## src/design/srclx_pkg.sv

```systemverilog
// srclx_pkg: types, codes and byte-class functions for the source lexer.
// No dependencies; imported by source_lexer, srclx_chk and tb_top.
package srclx_pkg;

  // Configuration register indexes
  localparam int unsigned CFG_IDX_W = 1;
  localparam logic [CFG_IDX_W-1:0] REG_START_LINE   = 1'b0;
  localparam logic [CFG_IDX_W-1:0] REG_START_COLUMN = 1'b1;

  // Token kinds
  localparam logic [2:0] KIND_SYMBOL     = 3'd0;
  localparam logic [2:0] KIND_KEYWORD_FN = 3'd1;
  localparam logic [2:0] KIND_INT        = 3'd2;
  localparam logic [2:0] KIND_FLOAT      = 3'd3;
  localparam logic [2:0] KIND_OPERATOR   = 3'd4;
  localparam logic [2:0] KIND_DELIMITER  = 3'd5;
  localparam logic [2:0] KIND_UNEXPECTED = 3'd6;
  localparam logic [2:0] KIND_EOF        = 3'd7;

  localparam logic [4:0] OP_SUB_MAX    = 5'd19;
  localparam logic [4:0] DELIM_SUB_MAX = 5'd6;

  // Keyword match progress for "fn"
  localparam logic [1:0] KW_NONE = 2'd0;
  localparam logic [1:0] KW_F    = 2'd1;
  localparam logic [1:0] KW_FN   = 2'd2;

  // Operator table: index of the first character, second character is '='
  // except for the two logical pairs.
  localparam logic [3:0] OP_BIT_AND = 4'd8;
  localparam logic [3:0] OP_BIT_OR  = 4'd9;
  localparam logic [3:0] OP_COUNT   = 4'd10;

  // Characters
  localparam logic [7:0] CH_NUL   = 8'h00;
  localparam logic [7:0] CH_TAB   = 8'h09;
  localparam logic [7:0] CH_LF    = 8'h0A;
  localparam logic [7:0] CH_SPACE = 8'h20;
  localparam logic [7:0] CH_EQ    = 8'h3D;
  localparam logic [7:0] CH_AMP   = 8'h26;
  localparam logic [7:0] CH_BAR   = 8'h7C;
  localparam logic [7:0] CH_UNDER = 8'h5F;
  localparam logic [7:0] CH_DOT   = 8'h2E;
  localparam logic [7:0] CH_F     = 8'h66;
  localparam logic [7:0] CH_N     = 8'h6E;

  // Output queue depth
  localparam int unsigned QUEUE_DEPTH = 4;
  localparam int unsigned QPTR_W      = $clog2(QUEUE_DEPTH);
  localparam int unsigned QCNT_W      = $clog2(QUEUE_DEPTH + 1);

  typedef enum logic [1:0] {
    MODE_IDLE,
    MODE_SYMBOL,
    MODE_NUMBER,
    MODE_OPERATOR
  } mode_t;

  // One result token as it sits in the output queue
  typedef struct packed {
    logic [2:0]  kind;
    logic [4:0]  sub;
    logic [7:0]  bad;
    logic [15:0] line;
    logic [15:0] col;
    logic [15:0] end_col;
    logic        last;
  } res_t;

  function automatic logic is_letter(input logic [7:0] c);
    return (c >= 8'h61 && c <= 8'h7A) || (c >= 8'h41 && c <= 8'h5A) || c == CH_UNDER;
  endfunction

  function automatic logic is_digit(input logic [7:0] c);
    return c >= 8'h30 && c <= 8'h39;
  endfunction

  // First character of an operator: {hit, index}
  function automatic logic [4:0] op_first(input logic [7:0] c);
    logic [4:0] r;
    case (c)
      8'h2B:   r = {1'b1, 4'd0};   // +
      8'h2D:   r = {1'b1, 4'd1};   // -
      8'h2A:   r = {1'b1, 4'd2};   // *
      8'h2F:   r = {1'b1, 4'd3};   // /
      CH_EQ:   r = {1'b1, 4'd4};
      8'h21:   r = {1'b1, 4'd5};   // !
      8'h3C:   r = {1'b1, 4'd6};   // <
      8'h3E:   r = {1'b1, 4'd7};   // >
      CH_AMP:  r = {1'b1, OP_BIT_AND};
      CH_BAR:  r = {1'b1, OP_BIT_OR};
      default: r = 5'd0;
    endcase
    return r;
  endfunction

  function automatic logic [7:0] op_second(input logic [3:0] p);
    logic [7:0] r;
    case (p)
      OP_BIT_AND: r = CH_AMP;
      OP_BIT_OR:  r = CH_BAR;
      default:    r = CH_EQ;
    endcase
    return r;
  endfunction

  // Delimiter: {hit, index}
  function automatic logic [3:0] delim(input logic [7:0] c);
    logic [3:0] r;
    case (c)
      8'h28:   r = {1'b1, 3'd0};   // (
      8'h29:   r = {1'b1, 3'd1};   // )
      8'h7B:   r = {1'b1, 3'd2};   // {
      8'h7D:   r = {1'b1, 3'd3};   // }
      8'h5B:   r = {1'b1, 3'd4};   // [
      8'h5D:   r = {1'b1, 3'd5};   // ]
      8'h2C:   r = {1'b1, 3'd6};   // ,
      default: r = 4'd0;
    endcase
    return r;
  endfunction

  function automatic logic [15:0] clamp16(input logic [31:0] v);
    return (v > 32'h0000_FFFF) ? 16'hFFFF : v[15:0];
  endfunction

  function automatic res_t mk_res(input logic [2:0] kind, input logic [4:0] sub,
                                  input logic [7:0] bad, input logic [31:0] line,
                                  input logic [31:0] col, input logic [31:0] end_col);
    res_t r;
    r.kind    = kind;
    r.sub     = sub;
    r.bad     = bad;
    r.line    = clamp16(line);
    r.col     = clamp16(col);
    r.end_col = clamp16(end_col);
    r.last    = 1'b0;
    return r;
  endfunction

endpackage

```

## src/design/source_lexer.sv

```systemverilog
// source_lexer: byte-at-a-time lexer with line/column tracking.
// Depends on srclx_pkg.
//
// One source byte enters per request; a zero byte ends the source. Each byte
// is taken into an input register, then one pass of classification logic
// updates the scanner state and pushes zero, one or two tokens into a
// four-entry output queue; tokens reach the outputs only from the queue head,
// never straight from the scanner. A byte is processed in any cycle
// where the queue has at least two free entries, so the block sustains one
// byte per cycle as long as the result side takes a token each cycle; the
// single output port (one token per cycle) sets the rate when bytes close
// two tokens at once. Positions are held at POSITION_BITS bits and saturate;
// reported positions saturate at 65535. start_line and start_column are
// sampled at the first byte of each source.
module source_lexer #(
  parameter int unsigned POSITION_BITS = 16
) (
  input  logic                           clk,
  input  logic                           rst_n,
  // configuration
  input  logic                           cfg_wr_en,
  input  logic [srclx_pkg::CFG_IDX_W-1:0] cfg_index,
  input  logic [15:0]                    cfg_wdata,
  // byte input
  input  logic                           in_valid,
  output logic                           in_stall,
  input  logic [7:0]                     in_source_char,
  // token output
  output logic                           out_valid,
  input  logic                           out_stall,
  output logic [2:0]                     out_token_kind,
  output logic [4:0]                     out_sub_kind,
  output logic [7:0]                     out_bad_char,
  output logic [15:0]                    out_start_line_res,
  output logic [15:0]                    out_start_column_res,
  output logic [15:0]                    out_end_column,
  output logic                           out_last_of_run
);
  import srclx_pkg::*;

  localparam int unsigned PB = POSITION_BITS;
  localparam logic [31:0] POS_MAX32 = 32'((64'd1 << PB) - 64'd1);
  localparam logic [PB-1:0] POS_MAX = '1;

  function automatic logic [PB-1:0] sat_inc(input logic [PB-1:0] v);
    return (v == POS_MAX) ? v : v + PB'(1);
  endfunction

  function automatic logic [PB-1:0] clamp_reg(input logic [15:0] v);
    return (32'(v) > POS_MAX32) ? POS_MAX : PB'(v);
  endfunction

  // configuration registers
  logic [15:0] start_line_r, start_column_r;

  // input register
  logic       in_vld_r;
  logic [7:0] in_char_r;
  logic       in_accept;
  logic       go;

  // scanner state
  mode_t          mode_r, mode_nxt;
  logic [3:0]     pend_op_r, pend_op_nxt;
  logic [PB-1:0]  tok_line_r, tok_line_nxt;
  logic [PB-1:0]  tok_col_r, tok_col_nxt;
  logic [PB-1:0]  cur_line_r, cur_line_nxt;
  logic [PB-1:0]  cur_col_r, cur_col_nxt;
  logic           dot_r, dot_nxt;
  logic [1:0]     kw_r, kw_nxt;
  logic           fresh_r, fresh_nxt;

  // per-byte results
  res_t       res0, res1, res_idle;
  logic [1:0] n_res;
  logic       cont, emit_idle;
  logic [3:0] op_p;
  logic [4:0] op_hit;
  logic [3:0] dl_hit;
  logic [7:0] c;

  // output queue
  res_t              q_r [QUEUE_DEPTH];
  logic [QPTR_W-1:0] wr_ptr_r, rd_ptr_r;
  logic [QCNT_W-1:0] cnt_r;
  logic              pop;
  logic [1:0]        n_go;

  // configuration writes
  always_ff @(posedge clk) begin
    if (!rst_n) begin
      start_line_r   <= '0;
      start_column_r <= '0;
    end else if (cfg_wr_en) begin
      unique case (cfg_index)
        REG_START_LINE:   start_line_r   <= cfg_wdata;
        REG_START_COLUMN: start_column_r <= cfg_wdata;
        default: ;
      endcase
    end
  end

  // input register: refills when empty or being consumed
  assign go        = in_vld_r && (cnt_r <= QCNT_W'(QUEUE_DEPTH - 2));
  assign in_stall  = in_vld_r && !go;
  assign in_accept = in_valid && !in_stall;

  always_ff @(posedge clk) begin
    if (!rst_n) begin
      in_vld_r <= 1'b0;
    end else if (in_accept) begin
      in_vld_r <= 1'b1;
    end else if (go) begin
      in_vld_r <= 1'b0;
    end
  end

  always_ff @(posedge clk) begin
    if (in_accept) begin
      in_char_r <= in_source_char;
    end
  end

  // scanner: next state and emitted tokens for the held byte
  assign c      = in_char_r;
  assign op_hit = op_first(c);
  assign dl_hit = delim(c);

  always_comb begin
    mode_nxt     = mode_r;
    pend_op_nxt  = pend_op_r;
    tok_line_nxt = tok_line_r;
    tok_col_nxt  = tok_col_r;
    dot_nxt      = dot_r;
    kw_nxt       = kw_r;
    fresh_nxt    = 1'b0;
    cur_line_nxt = fresh_r ? clamp_reg(start_line_r)   : cur_line_r;
    cur_col_nxt  = fresh_r ? clamp_reg(start_column_r) : cur_col_r;
    res0         = '0;
    res1         = '0;
    res_idle     = '0;
    n_res        = 2'd0;
    cont         = 1'b1;
    emit_idle    = 1'b0;
    op_p         = (pend_op_r < OP_COUNT) ? pend_op_r : 4'd0;

    // finish or extend a held token
    unique case (mode_r)
      MODE_SYMBOL: begin
        if (is_letter(c) || is_digit(c)) begin
          kw_nxt      = (kw_r == KW_F && c == CH_N) ? KW_FN : KW_NONE;
          cur_col_nxt = sat_inc(cur_col_nxt);
          cont        = 1'b0;
        end else begin
          res0 = mk_res((kw_r == KW_FN) ? KIND_KEYWORD_FN : KIND_SYMBOL, 5'd0, 8'd0,
                        32'(tok_line_r), 32'(tok_col_r), 32'(cur_col_nxt));
          n_res    = 2'd1;
          mode_nxt = MODE_IDLE;
        end
      end
      MODE_NUMBER: begin
        if (is_digit(c) || c == CH_DOT) begin
          if (c == CH_DOT) begin
            dot_nxt = 1'b1;
          end
          cur_col_nxt = sat_inc(cur_col_nxt);
          cont        = 1'b0;
        end else begin
          res0 = mk_res(dot_r ? KIND_FLOAT : KIND_INT, 5'd0, 8'd0,
                        32'(tok_line_r), 32'(tok_col_r), 32'(cur_col_nxt));
          n_res    = 2'd1;
          mode_nxt = MODE_IDLE;
        end
      end
      MODE_OPERATOR: begin
        mode_nxt = MODE_IDLE;
        if (c == op_second(op_p)) begin
          cur_col_nxt = sat_inc(cur_col_nxt);
          res0 = mk_res(KIND_OPERATOR, {op_p, 1'b1}, 8'd0,
                        32'(tok_line_r), 32'(tok_col_r), 32'(cur_col_nxt));
          n_res = 2'd1;
          cont  = 1'b0;
        end else begin
          res0 = mk_res(KIND_OPERATOR, {op_p, 1'b0}, 8'd0,
                        32'(tok_line_r), 32'(tok_col_r), 32'(cur_col_nxt));
          n_res = 2'd1;
        end
      end
      default: ;
    endcase

    // byte seen from the idle state
    if (cont) begin
      if (c == CH_SPACE || c == CH_TAB) begin
        cur_col_nxt = sat_inc(cur_col_nxt);
      end else if (c == CH_LF) begin
        cur_line_nxt = sat_inc(cur_line_nxt);
        cur_col_nxt  = '0;
      end else if (c == CH_NUL) begin
        res_idle = mk_res(KIND_EOF, 5'd0, 8'd0, 32'(cur_line_nxt),
                          32'(cur_col_nxt), 32'(cur_col_nxt));
        emit_idle    = 1'b1;
        mode_nxt     = MODE_IDLE;
        pend_op_nxt  = '0;
        tok_line_nxt = '0;
        tok_col_nxt  = '0;
        dot_nxt      = 1'b0;
        kw_nxt       = KW_NONE;
        fresh_nxt    = 1'b1;
      end else if (is_letter(c) || is_digit(c) || c == CH_DOT) begin
        tok_line_nxt = cur_line_nxt;
        tok_col_nxt  = cur_col_nxt;
        if (is_letter(c)) begin
          mode_nxt = MODE_SYMBOL;
          kw_nxt   = (c == CH_F) ? KW_F : KW_NONE;
        end else begin
          mode_nxt = MODE_NUMBER;
          dot_nxt  = (c == CH_DOT);
        end
        cur_col_nxt = sat_inc(cur_col_nxt);
      end else if (op_hit[4]) begin
        mode_nxt     = MODE_OPERATOR;
        pend_op_nxt  = op_hit[3:0];
        tok_line_nxt = cur_line_nxt;
        tok_col_nxt  = cur_col_nxt;
        cur_col_nxt  = sat_inc(cur_col_nxt);
      end else if (dl_hit[3]) begin
        res_idle = mk_res(KIND_DELIMITER, 5'(dl_hit[2:0]), 8'd0, 32'(cur_line_nxt),
                          32'(cur_col_nxt), 32'(sat_inc(cur_col_nxt)));
        emit_idle   = 1'b1;
        cur_col_nxt = sat_inc(cur_col_nxt);
      end else begin
        res_idle = mk_res(KIND_UNEXPECTED, 5'd0, c, 32'(cur_line_nxt),
                          32'(cur_col_nxt), 32'(cur_col_nxt));
        emit_idle   = 1'b1;
        cur_col_nxt = sat_inc(cur_col_nxt);
      end
    end

    // place the idle-state token after any flushed one
    if (emit_idle) begin
      if (n_res == 2'd0) begin
        res0 = res_idle;
      end else begin
        res1 = res_idle;
      end
      n_res = n_res + 2'd1;
    end

    // mark the last token of this byte
    if (n_res == 2'd1) begin
      res0.last = 1'b1;
    end
    if (n_res == 2'd2) begin
      res1.last = 1'b1;
    end
  end

  // scanner state registers
  always_ff @(posedge clk) begin
    if (!rst_n) begin
      mode_r     <= MODE_IDLE;
      pend_op_r  <= '0;
      tok_line_r <= '0;
      tok_col_r  <= '0;
      cur_line_r <= '0;
      cur_col_r  <= '0;
      dot_r      <= 1'b0;
      kw_r       <= KW_NONE;
      fresh_r    <= 1'b1;
    end else if (go) begin
      mode_r     <= mode_nxt;
      pend_op_r  <= pend_op_nxt;
      tok_line_r <= tok_line_nxt;
      tok_col_r  <= tok_col_nxt;
      cur_line_r <= cur_line_nxt;
      cur_col_r  <= cur_col_nxt;
      dot_r      <= dot_nxt;
      kw_r       <= kw_nxt;
      fresh_r    <= fresh_nxt;
    end
  end

  // output queue
  assign n_go = go ? n_res : 2'd0;
  assign pop  = (cnt_r != '0) && !out_stall;

  always_ff @(posedge clk) begin
    if (!rst_n) begin
      wr_ptr_r <= '0;
      rd_ptr_r <= '0;
      cnt_r    <= '0;
    end else begin
      wr_ptr_r <= wr_ptr_r + QPTR_W'(n_go);
      rd_ptr_r <= rd_ptr_r + QPTR_W'(pop);
      cnt_r    <= cnt_r + QCNT_W'(n_go) - QCNT_W'(pop);
    end
  end

  always_ff @(posedge clk) begin
    if (n_go != 2'd0) begin
      q_r[wr_ptr_r] <= res0;
    end
    if (n_go == 2'd2) begin
      q_r[wr_ptr_r + QPTR_W'(1)] <= res1;
    end
  end

  // queue head drives the result port
  assign out_valid            = (cnt_r != '0);
  assign out_token_kind       = q_r[rd_ptr_r].kind;
  assign out_sub_kind         = q_r[rd_ptr_r].sub;
  assign out_bad_char         = q_r[rd_ptr_r].bad;
  assign out_start_line_res   = q_r[rd_ptr_r].line;
  assign out_start_column_res = q_r[rd_ptr_r].col;
  assign out_end_column       = q_r[rd_ptr_r].end_col;
  assign out_last_of_run      = q_r[rd_ptr_r].last;

endmodule

```

## config.mk

```make
export PLATFORM = sky130hd
export DESIGN_NAME = source_lexer
export DESIGN_NICKNAME = d
export VERILOG_FILES = /design/src/design/srclx_pkg.sv /design/src/design/source_lexer.sv
export SDC_FILE = /design/constraint.sdc
export NUM_CORES = 1
export LEC_CHECK = 0
export BUFFER_PORTS_ARGS = -buffer_cell sky130_fd_sc_hd__buf_2
export CAP_MARGIN = 10
export CORE_AREA = 2 2 294 296
export CTS_CLUSTER_SIZE = 24
export DETAILED_ROUTE_END_ITERATION = 6
export DIE_AREA = 0 0 296 298
export MAX_ROUTING_LAYER = met4
export SKIP_CTS_REPAIR_TIMING = 1
export SYNTH_ARGS = -nofsm -noshare
export SYNTH_HDL_FRONTEND = slang
export SYNTH_SLANG_ARGS = --single-unit
```

## constraint.sdc

```tcl
create_clock -name clk -period 8 [get_ports clk]
set_clock_uncertainty 0.1 [all_clocks]
set_input_delay 1.6 -clock clk [delete_from_list [all_inputs] [get_ports clk]]
set_output_delay 1.6 -clock clk [all_outputs]
set_load 0.02 [all_outputs]
```

# ---- After elaboration in Yosys (flattened, before gate mapping)
# Memories as Yosys holds them, arrays and structs flattened. A register that Yosys moved wholly into a read port is not among the register bits.
# Cells that the tools add are included.
dict set report totals {
  regBits 122
  ramBits 260
  inputBits 30
  output_inout_bits 67
  elab_cells 208
  memories 1
}
dict set report op_classes {
  add_sub_neg 9
  n_lt_le_gt_ge 8
  n_eq_ne 39
  muxes 104
  bitwise_logic 3
  n_reduce_logical 28
}
# memory depth width rd rd_clocked_by_memory_dff write_ports line_no
set mem_list {}
lappend mem_list {q_r 4 65 1 1 2 source_lexer.sv:83} ;# res_t q_r [QUEUE_DEPTH];
# op count
set ops {}
lappend ops {{$mux 65} 10}
lappend ops {{$mux 16} 21}
lappend ops {{$pmux 65 s3} 1}
lappend ops {{$mux 64} 2}
lappend ops {{$eq 8x6->1 const B} 14}
lappend ops {{$eq 8x7->1 const B} 8}
lappend ops {{$mux 63} 1}
lappend ops {{$mux 58} 1}
lappend ops {{$pmux 5 s10} 1}
lappend ops {{$add 16x1->16 const B} 3}
lappend ops {{$eq 16x16->1 const B} 3}
lappend ops {{$pmux 16 s3} 1}
lappend ops {{$mux 2} 21}
lappend ops {{$mux 1} 35}
lappend ops {{$pmux 4 s7} 1}
lappend ops {{$eq 8x4->1 const B} 2}
lappend ops {{$ge 8x7->1 const B} 2}
lappend ops {{$le 8x7->1 const B} 2}
lappend ops {{$mux 4} 4}
lappend ops {{$pmux 7 s2} 1}
lappend ops {{$eq 2x2->1 const B} 5}
lappend ops {{$eq 4x4->1 const B} 2}
lappend ops {{$eq 8x8->1} 1}
lappend ops {{$ge 8x6->1 const B} 1}
lappend ops {{24 further kinds} 48}

# ---- Logic depth before layout (Yosys ltp)
# Gate-level depths: netlist of run 1.
dict set report depth {
  ltp_word 20
  ltp_mapped 26
  mapped_depth_nobuf 17
}

# ---- Worst setup path before layout of run 1
# OpenSTA, ideal clock, no wires.
dict set report synth_path {
  path_type {reg2reg}
  start {register pend_op_r[3]}
  end {memory q_r[2][0] (netlist name), enable pin}
  setup_ns 0.681
  arrival_time_ns 5.651
  required_time_ns 7.219
  path_slack_ns 1.568
  path_stages_with_launch 19
  n_path_buf 7
  synth_period_minus_slack_ns 6.432
  cell_sequence {dfxtp_1 or3b_1 a2111o_1 a221oi_4 o221a_2 buf_6 buf_2 nor2_1 nand2_1 clkinv_1 clkbuf_1 clkbuf_1 ha_1 clkbuf_1 o21ai_1 or2_2 clkbuf_1 clkbuf_1 nand2_1}
}
# item line_no
set synth_rtl {}
lappend synth_rtl {{start, declared} source_lexer.sv:64} ;# logic [3:0] pend_op_r, pend_op_nxt;
lappend synth_rtl {{start signal, assigned} source_lexer.sv:273} ;# pend_op_r <= pend_op_nxt;
lappend synth_rtl {{end, declared} source_lexer.sv:83}

==> results.tsv, run 1 <==
stage	metric	value	unit
outcome	status	finished clean	
cts	cts_tree	built	
sta	hold_viol	0	
global_route	grt_pass1_wl	108	mm
worst_setup_path	setup.worst_path.class	reg2reg	
worst_setup_path	cp-start-kind	flop	
synthesis	synth_compound_area_frac	0.209	
synthesis	async_reset_ff_frac	0	
global_route	grt_max_degree	103	
sta	period_share	0.806	
power	power.share.switching	0.326	
run	cap_viol_max_count	0	
layout	final_area	24300	um^2
synthesis	syn_area	21100	um^2
cts	clk_pin_slew	0.06	ns
cts	insertion_delay	0.58	ns
worst_setup_path	crit_fanout	34	
synthesis	synthMuxAreaShare	0.101	
synthesis	yosys.area_share.simple	0.145	
placed_design	gp_congestion	0.887	
synthesis	synthXorXnorAreaFrac	0.0182	
detailed_routing	antenna_left	0	
sta	fin_crit	6.45	ns
cts	clock_sinks	382	
global_route	grt_pass1_vias	16400	
floorplan	io-pin-count	97	
power	p_per_area	244	nW/um^2
layout	fin_nets	2102	
power	power.leakage	7.28	nW
synthesis	synthAdderAreaFrac	0.00687	
placed_design	hpwl	47.8	mm
floorplan	die_h	298	um
global_route	grtUsageTotal	0.164	
synthesis	synth_seq_cells	382	
power	seqPwrFrac	0.397	
synthesis	yosysSeqAreaShare	0.485	
detailed_routing	firstDrtPassIters	6	
cts	cts_root_buf	clkbuf_16	
detailed_routing	drt_wl_total	71.7	mm
synthesis	synthFlopType	edfxtp_1	
synthesis	synth-edff-count	260	
worst_setup_path	required	8.17	ns
layout	drive_above_1_share	0.166	
synthesis	synth_area_leader_cell	edfxtp_1	
synthesis	synthTopCellsByArea	edfxtp_1 37%, dfxtp_1 12%, mux4_2 6.9%	
placed_design	place_area	22800	um^2
synthesis	synth_top_area_frac	0.370	
global_route	globalRoute.totalOverflow	0	
floorplan	fp.dieW	296	um
placed_design	port_buffers	96	
floorplan	dieArea	88200	um^2
detailed_routing	routedWlPerCell	22.0	um
sta	worst_pin_slew	1.17	ns
power	vdd_drop_max	0.140	mV
synthesis	syn_inst	2053	
worst_setup_path	crit_arrival	6.62	ns
synthesis	synth_nets	2094	
cts	numCtsBuffers	42	
sta	slew_violations	0	
floorplan	num_rows	107	
worst_setup_path	cp-end-kind	flop	
detailed_routing	vias	17500	
sta	timing.setup.tns	0	ns
power	p_clk_frac	0.353	
synthesis	synth_top_family_by_area	compound AO/OA/AOI/OAI gates	
detailed_routing	vias_per_cell	5.38	
sta	setup_viol	0	
cts	htree_levels	2	
layout	fill_cells	8919	
power	p_comb_frac	0.250	
synthesis	yosysMostFrequentCell	edfxtp_1	
floorplan	initial_core_util	0.249	
power	power.internal	3.98	mW
sta	slew_headroom	0.219	
power	switching_power	1.93	mW
floorplan	core-area	84900	um^2
synthesis	ys_warn_count	0	
sta	grt_setup_unrepaired	no	
layout	area_growth	14.9	%
synthesis	syn_avg_cell_area	10.3	um^2
cts	clock_path_buffers	3	
synthesis	yosys-top-cells-count	260 x edfxtp_1, 217 x nand2_1, 196 x o22ai_1	
synthesis	ys_types	87	
global_route	antenna_found_initial	16	
detailed_routing	drc	0	
worst_hold_path	hold_path.class	reg2reg	
detailed_routing	drt_iter0_markers	2001	
sta	fmax	0.155	GHz
[flip-flops by register name, summed over array words and instances, names as in the netlist, 3 cells and up]
register        flops
start_column_r     16
pend_op_r           4
tok_line_r         16
c                   8
cnt_r               3
q_r               260
tok_col_r          16
start_line_r       16
cur_line_r         16
cur_col_r          16
[path summary, 6_finish.rpt]
path | from | end | slack, ns | cells after the start
max | c[3] | q_r[3][5] | 1.55 | 16
min | start_line_r[9] | start_line_r[9] | 0.37 | 2
max reg2reg | c[3] | q_r[3][5] | 1.55 | 16
min reg2reg | start_line_r[9] | start_line_r[9] | 0.37 | 2
[per-stage QoR]
| stage | std cells | worst slack (ns) | power (mW) | hold WS (ns) | utilization |
|---|---|---|---|---|---|
| 6_report | 3253 | 1.55 | 5.91 | 0.368 | 0.286 |
| 3_5_place_dp | 3161 | 1.69 | 3.88 | 0.361 | 0.268 |
| 2_1_floorplan | 2053 | 1.57 | 3.33 | 0.320 | - |
| 4_1_cts | 3238 | 1.66 | 5.96 | 0.372 | 0.286 |
| 5_1_grt | 3253 | 1.16 | 6.14 | 0.406 | 0.286 |
| 3_3_place_gp | 3161 | 1.77 | 3.87 | 0.348 | 0.268 |
[routing by layer]
| layer | vias to the layer above | GRT usage | wire length, um |
|---|---|---|---|
| li1 | 7984 | - | - |
| met1 | 8528 | 0.226 | 30400 |
| met2 | 879 | 0.242 | 32300 |
| met3 | 101 | 0.0383 | 7660 |
| met4 | 0 | 0.0380 | 1400 |
| met5 | - | - | 0 |
[critical path, cell delays in order, from the launching register on]
cell	delay, ns
edfxtp_1	0.68
or2_2	0.40
a211o_1	0.33
a221oi_4	0.36
o221a_2	0.27
nor2_1	0.14
nand2_1	0.14
clkinv_1	0.41
ha_1	0.61
o21ai_1	0.54
nor2_2	0.07
buf_4	0.28
nand2_1	0.12
buf_4	0.41
o21ai_0	0.29
nand2_1	0.75
o22ai_1	0.21
[power groups by stage]
stage               logic [mW]  registers (mW)  clock network (mW)
finish                    1.48            2.35                2.09
global route              1.58            2.37                2.19
CTS                       1.49            2.35                2.12
detailed placement        1.49            2.39                   0
global placement          1.49            2.39                   0
floorplan                 1.04            2.29                   0
[area by class of cell]
| class | count | area (um^2) | share of cell area |
|---|---|---|---|
| multi-input cells | 1483 | 10200 | 0.421 |
| clock inverters | 20 | 277 | 0.0114 |
| diodes | 15 | 37.5 | 0.00155 |
| inverters | 13 | 48.8 | 0.00201 |
| flip-flops and latches | 382 | 10300 | 0.423 |
| well taps | 1144 | 1430 | 0.0590 |
| clock buffers | 57 | 1210 | 0.0498 |
| repair buffers | 139 | 803 | 0.0331 |
[placed cells by master, fill, tap and decap left out, types with 10 or more instances in the layout]
cell type / n
inv_1: 11
ha_1: 10
mux2i_1: 30
nor2_1: 153
a31oi_1: 11
a22oi_1: 123
dfxtp_1: 119
nand2_1: 214
and2_1: 38
nand3_1: 44
diode_2: 15
o21ai_0: 84
and3_1: 15
xnor2_1: 30
buf_4: 43
xor2_1: 12
buf_2: 96
mux2_2: 30
nor2b_1: 46
a221oi_1: 10
clkbuf_16: 44
o22ai_1: 196
edfxtp_1: 260
nand2b_1: 12
a21oi_1: 105
a21boi_0: 44
mux4_2: 65
nor3_1: 29
nand4_1: 13
[logic make-up (layout without fill, tap and decap cells)]
| group | Yosys count | in the layout |
|---|---|---|
| other | 0 | 15 |
| flip-flops | 382 | 382 |
| buffers and inverters | 188 | 229 |
| XOR/XNOR | 43 | 43 |
| AO/OA/AOI/OAI | 666 | 666 |
| adder cells (fa/ha/maj) | 11 | 11 |
| AND/OR/NAND/NOR | 636 | 636 |
| multiplexers | 127 | 127 |
Power figures use the tool's default switching activity.
==> run 2, diff against run 1 <==
ABC_AREA = 1   (was unset)
CORE_AREA = 2 2 297 299   (was 2 2 294 296)
DIE_AREA = 0 0 299 301   (was 0 0 296 298)
clock period = 6.8 ns   (was 8 ns; I/O delays follow)
==> run 2 against run 1 <==
Clock power grew 7%. First-iteration DRC count up 15%. Count of clock-buffer cells in the layout decreased by 3. Hold slack got worse by 0.0074 ns. Combinational power grew 92%. Final cell count is 21% higher. Cell area rose by 0.78%. Critical path type unchanged. Largest power group is now combinational logic. Highest routed layer unchanged.
==> results.tsv, run 2 <==
stage	metric	value	unit	change
floorplan	io-pin-count	97		unchanged
floorplan	initial_core_util	0.249		about the same
worst_setup_path	required	6.90	ns	-1.27 ns
synthesis	yosys.area_share.simple	0.253		+0.108
run	cap_viol_max_count	0		unchanged
worst_hold_path	hold_start	tok_col_r[7]		
cts	clock_path_buffers	3		unchanged
sta	fmax	0.193	GHz	+25%
layout	seqCellArea	10300	um^2	about the same
cts	clock_sinks	382		unchanged
synthesis	synth_seq_cells	382		unchanged
worst_setup_path	startpoint	c[3]		
cts	clk_pin_slew	0.06	ns	about the same
detailed_routing	vias_per_cell	5.05		-6.1%
worst_setup_path	cp-start-kind	flop		
global_route	grt_max_degree	131		+27%
synthesis	yosys-top-cells-count	675 x nand2_1, 307 x nor2_1, 260 x edfxtp_1		
detailed_routing	firstDrtPassIters	6		unchanged
sta	slew_violations	0		unchanged
sta	setup_viol	0		unchanged
sta	worst_pin_slew	1.11	ns	-0.0663 ns
detailed_routing	vias	19900		+14%
layout	multi_input_area	9840	um^2	-3.6%
layout	fin_cells	3946		+21%
sta	hold_viol	0		unchanged
cts	numCtsBuffers	41		-2.4%
worst_hold_path	hold_path.class	reg2reg		
outcome	status	finished clean		
detailed_routing	antenna_left	0		unchanged
global_route	antenna_found_initial	9		-7
synthesis	synth_nets	2780		+33%
synthesis	async_reset_ff_frac	0		unchanged
floorplan	fp.dieW	299	um	+1.0%
global_route	grtUsageTotal	0.170		+0.00612
sta	fin_crit	5.17	ns	-1.28 ns
worst_setup_path	r2r_start	c[3]		
synthesis	synthXorXnorAreaFrac	0.00651		-0.0117
placed_design	place_inst	3863		+22%
synthesis	synthFlopType	edfxtp_1		
layout	regMostFlops	q_r		
synthesis	synth_area_leader_cell	edfxtp_1		
synthesis	syn_inst	2739		+33%
synthesis	syn_avg_cell_area	7.86	um^2	-24%
floorplan	num_rows	108		+0.93%
layout	drive_above_1_share	0.137		-0.0293
power	total_power	7.85	mW	+33%
global_route	grt_pass1_vias	18600		+13%
floorplan	core-area	86500	um^2	+1.9%
sta	period_share	0.761		-0.0459
placed_design	hpwl	50.1	mm	+4.7%
detailed_routing	routedWlPerCell	19.3	um	-12%
synthesis	synth_top_area_frac	0.363		-0.00717
cts	insertion_delay	0.59	ns	about the same
sta	timing.setup.tns	0	ns	unchanged
synthesis	synth_compound_area_frac	0.189		-0.0204
synthesis	synthTopCellsByArea	edfxtp_1 36%, nand2_1 12%, dfxtp_1 11%		
worst_setup_path	crit_arrival	5.27	ns	-1.35 ns
cts	cts_tree	built		
power	vdd_drop_max	0.184	mV	+31%
layout	final_area	24500	um^2	+0.78%
floorplan	dieArea	90000	um^2	+2.0%
layout	final_cell_mix	671 x nand2_1, 303 x nor2_1, 260 x edfxtp_1		
power	power.leakage	9.06	nW	+25%
layout	fill_cells	9383		+5.2%
placed_design	place_area	23100	um^2	+1.7%
cts	cts_root_buf	clkbuf_16		
sta	grt_setup_unrepaired	no		
synthesis	synth-edff-count	260		unchanged
synthesis	ys_warn_count	0		unchanged
detailed_routing	drt_wl_total	76.1	mm	+6.2%
sta	slew_headroom	0.263		+0.0442
detailed_routing	drt_iter0_markers	2303		+15%
worst_setup_path	cp-end-kind	flop		
layout	area_growth	13.6	%	
synthesis	ys_types	51		-41%
layout	layout_commonest_cell	nand2_1		
worst_setup_path	setup.worst_path.class	reg2reg		
cts	htree_levels	2		unchanged
synthesis	synthAdderAreaFrac	0.00674		-0.000133
global_route	grt_pass1_wl	116	mm	+7.5%
worst_setup_path	crit_fanout	63		+85%
synthesis	yosysSeqAreaShare	0.476		-0.00942
detailed_routing	drc	0		unchanged
layout	largest_reg_flops	260		unchanged
placed_design	port_buffers	96		unchanged
synthesis	syn_area	21500	um^2	+2.0%
synthesis	yosysMostFrequentCell	nand2_1		
synthesis	synthMuxAreaShare	0		-0.101
global_route	globalRoute.totalOverflow	0		unchanged
placed_design	gp_congestion	1.00		+13%
floorplan	die_h	301	um	+1.0%
power	p_per_area	321	nW/um^2	+32%
layout	fin_nets	2792		+33%
synthesis	synth_top_family_by_area	simple AND/OR/NAND/NOR gates		
[run 2: power breakdown]
group          switching (mW)  internal [mW]  total (mW)
Sequential              0.110           2.67        2.78
Clock                   0.986           1.24        2.23
Combinational            2.13          0.714        2.84
[run 2: kinds of logic (layout without fill, tap and decap cells)]
logic type / after synthesis / in the layout
DFF: 382 / 382
xor gates and xnor gates: 16 / 16
AOI/OAI and AO/OA: 707 / 707
and+or+nand+nor: 1253 / 1253
other: 0 / 7
adders and majority gates: 11 / 11
buffers and inverters: 370 / 415
[run 2: worst max-delay path, cell delays in order (launching register included)]
cell	delay (ns)
edfxtp_1	0.54
nand2_1	0.20
nand2_1	0.11
inv_1	0.04
nand2_1	0.05
nand2_1	0.06
nand2_2	0.23
nand3_2	0.22
nand3_2	0.24
nor2_2	0.04
buf_4	0.21
nor2_1	0.13
inv_2	0.08
nor2_2	0.18
inv_2	0.09
nor2_2	0.16
ha_1	0.17
inv_1	0.04
nor2_1	0.12
inv_1	0.10
nor2_1	0.18
inv_1	0.11
nor2_1	0.10
buf_4	0.25
inv_2	0.06
nand2_2	0.05
buf_4	0.82
[run 2: final timing paths]
check,to,slack (ns),cells after the start
setup / recovery,q_r[0][43],1.63,26
hold / removal,tok_col_r[7],0.36,2
setup reg to reg,q_r[0][43],1.63,26
hold reg to reg,tok_col_r[7],0.36,2
[run 2: through the flow]
stage / hold WS [ns] / setup slack [ns] / utilization
floorplan: 0.340 / 1.39 / -
global placement: 0.348 / 1.69 / 0.267
detailed placement: 0.352 / 1.72 / 0.267
CTS: 0.362 / 1.68 / 0.283
global route: 0.376 / 1.20 / 0.283
finish: 0.361 / 1.63 / 0.283
[run 2: final cells by class]
type / count / area share
Antenna cell: 7 / 0.000716
Clock inverter: 22 / 0.00844
Timing Repair Buffer: 136 / 0.0340
Clock buffer: 54 / 0.0453
Inverter: 203 / 0.0312
Multi-Input combinational cell: 1987 / 0.402
Sequential cell: 382 / 0.419
Tap cell: 1155 / 0.0591
[run 2: per-layer routing]
metal	wire length [um]	share of wire	GRT usage
met1	33700	0.44	0.232
met2	33700	0.44	0.257
met3	6950	0.091	0.0325
met4	1820	0.024	0.0446
met5	0	0	-
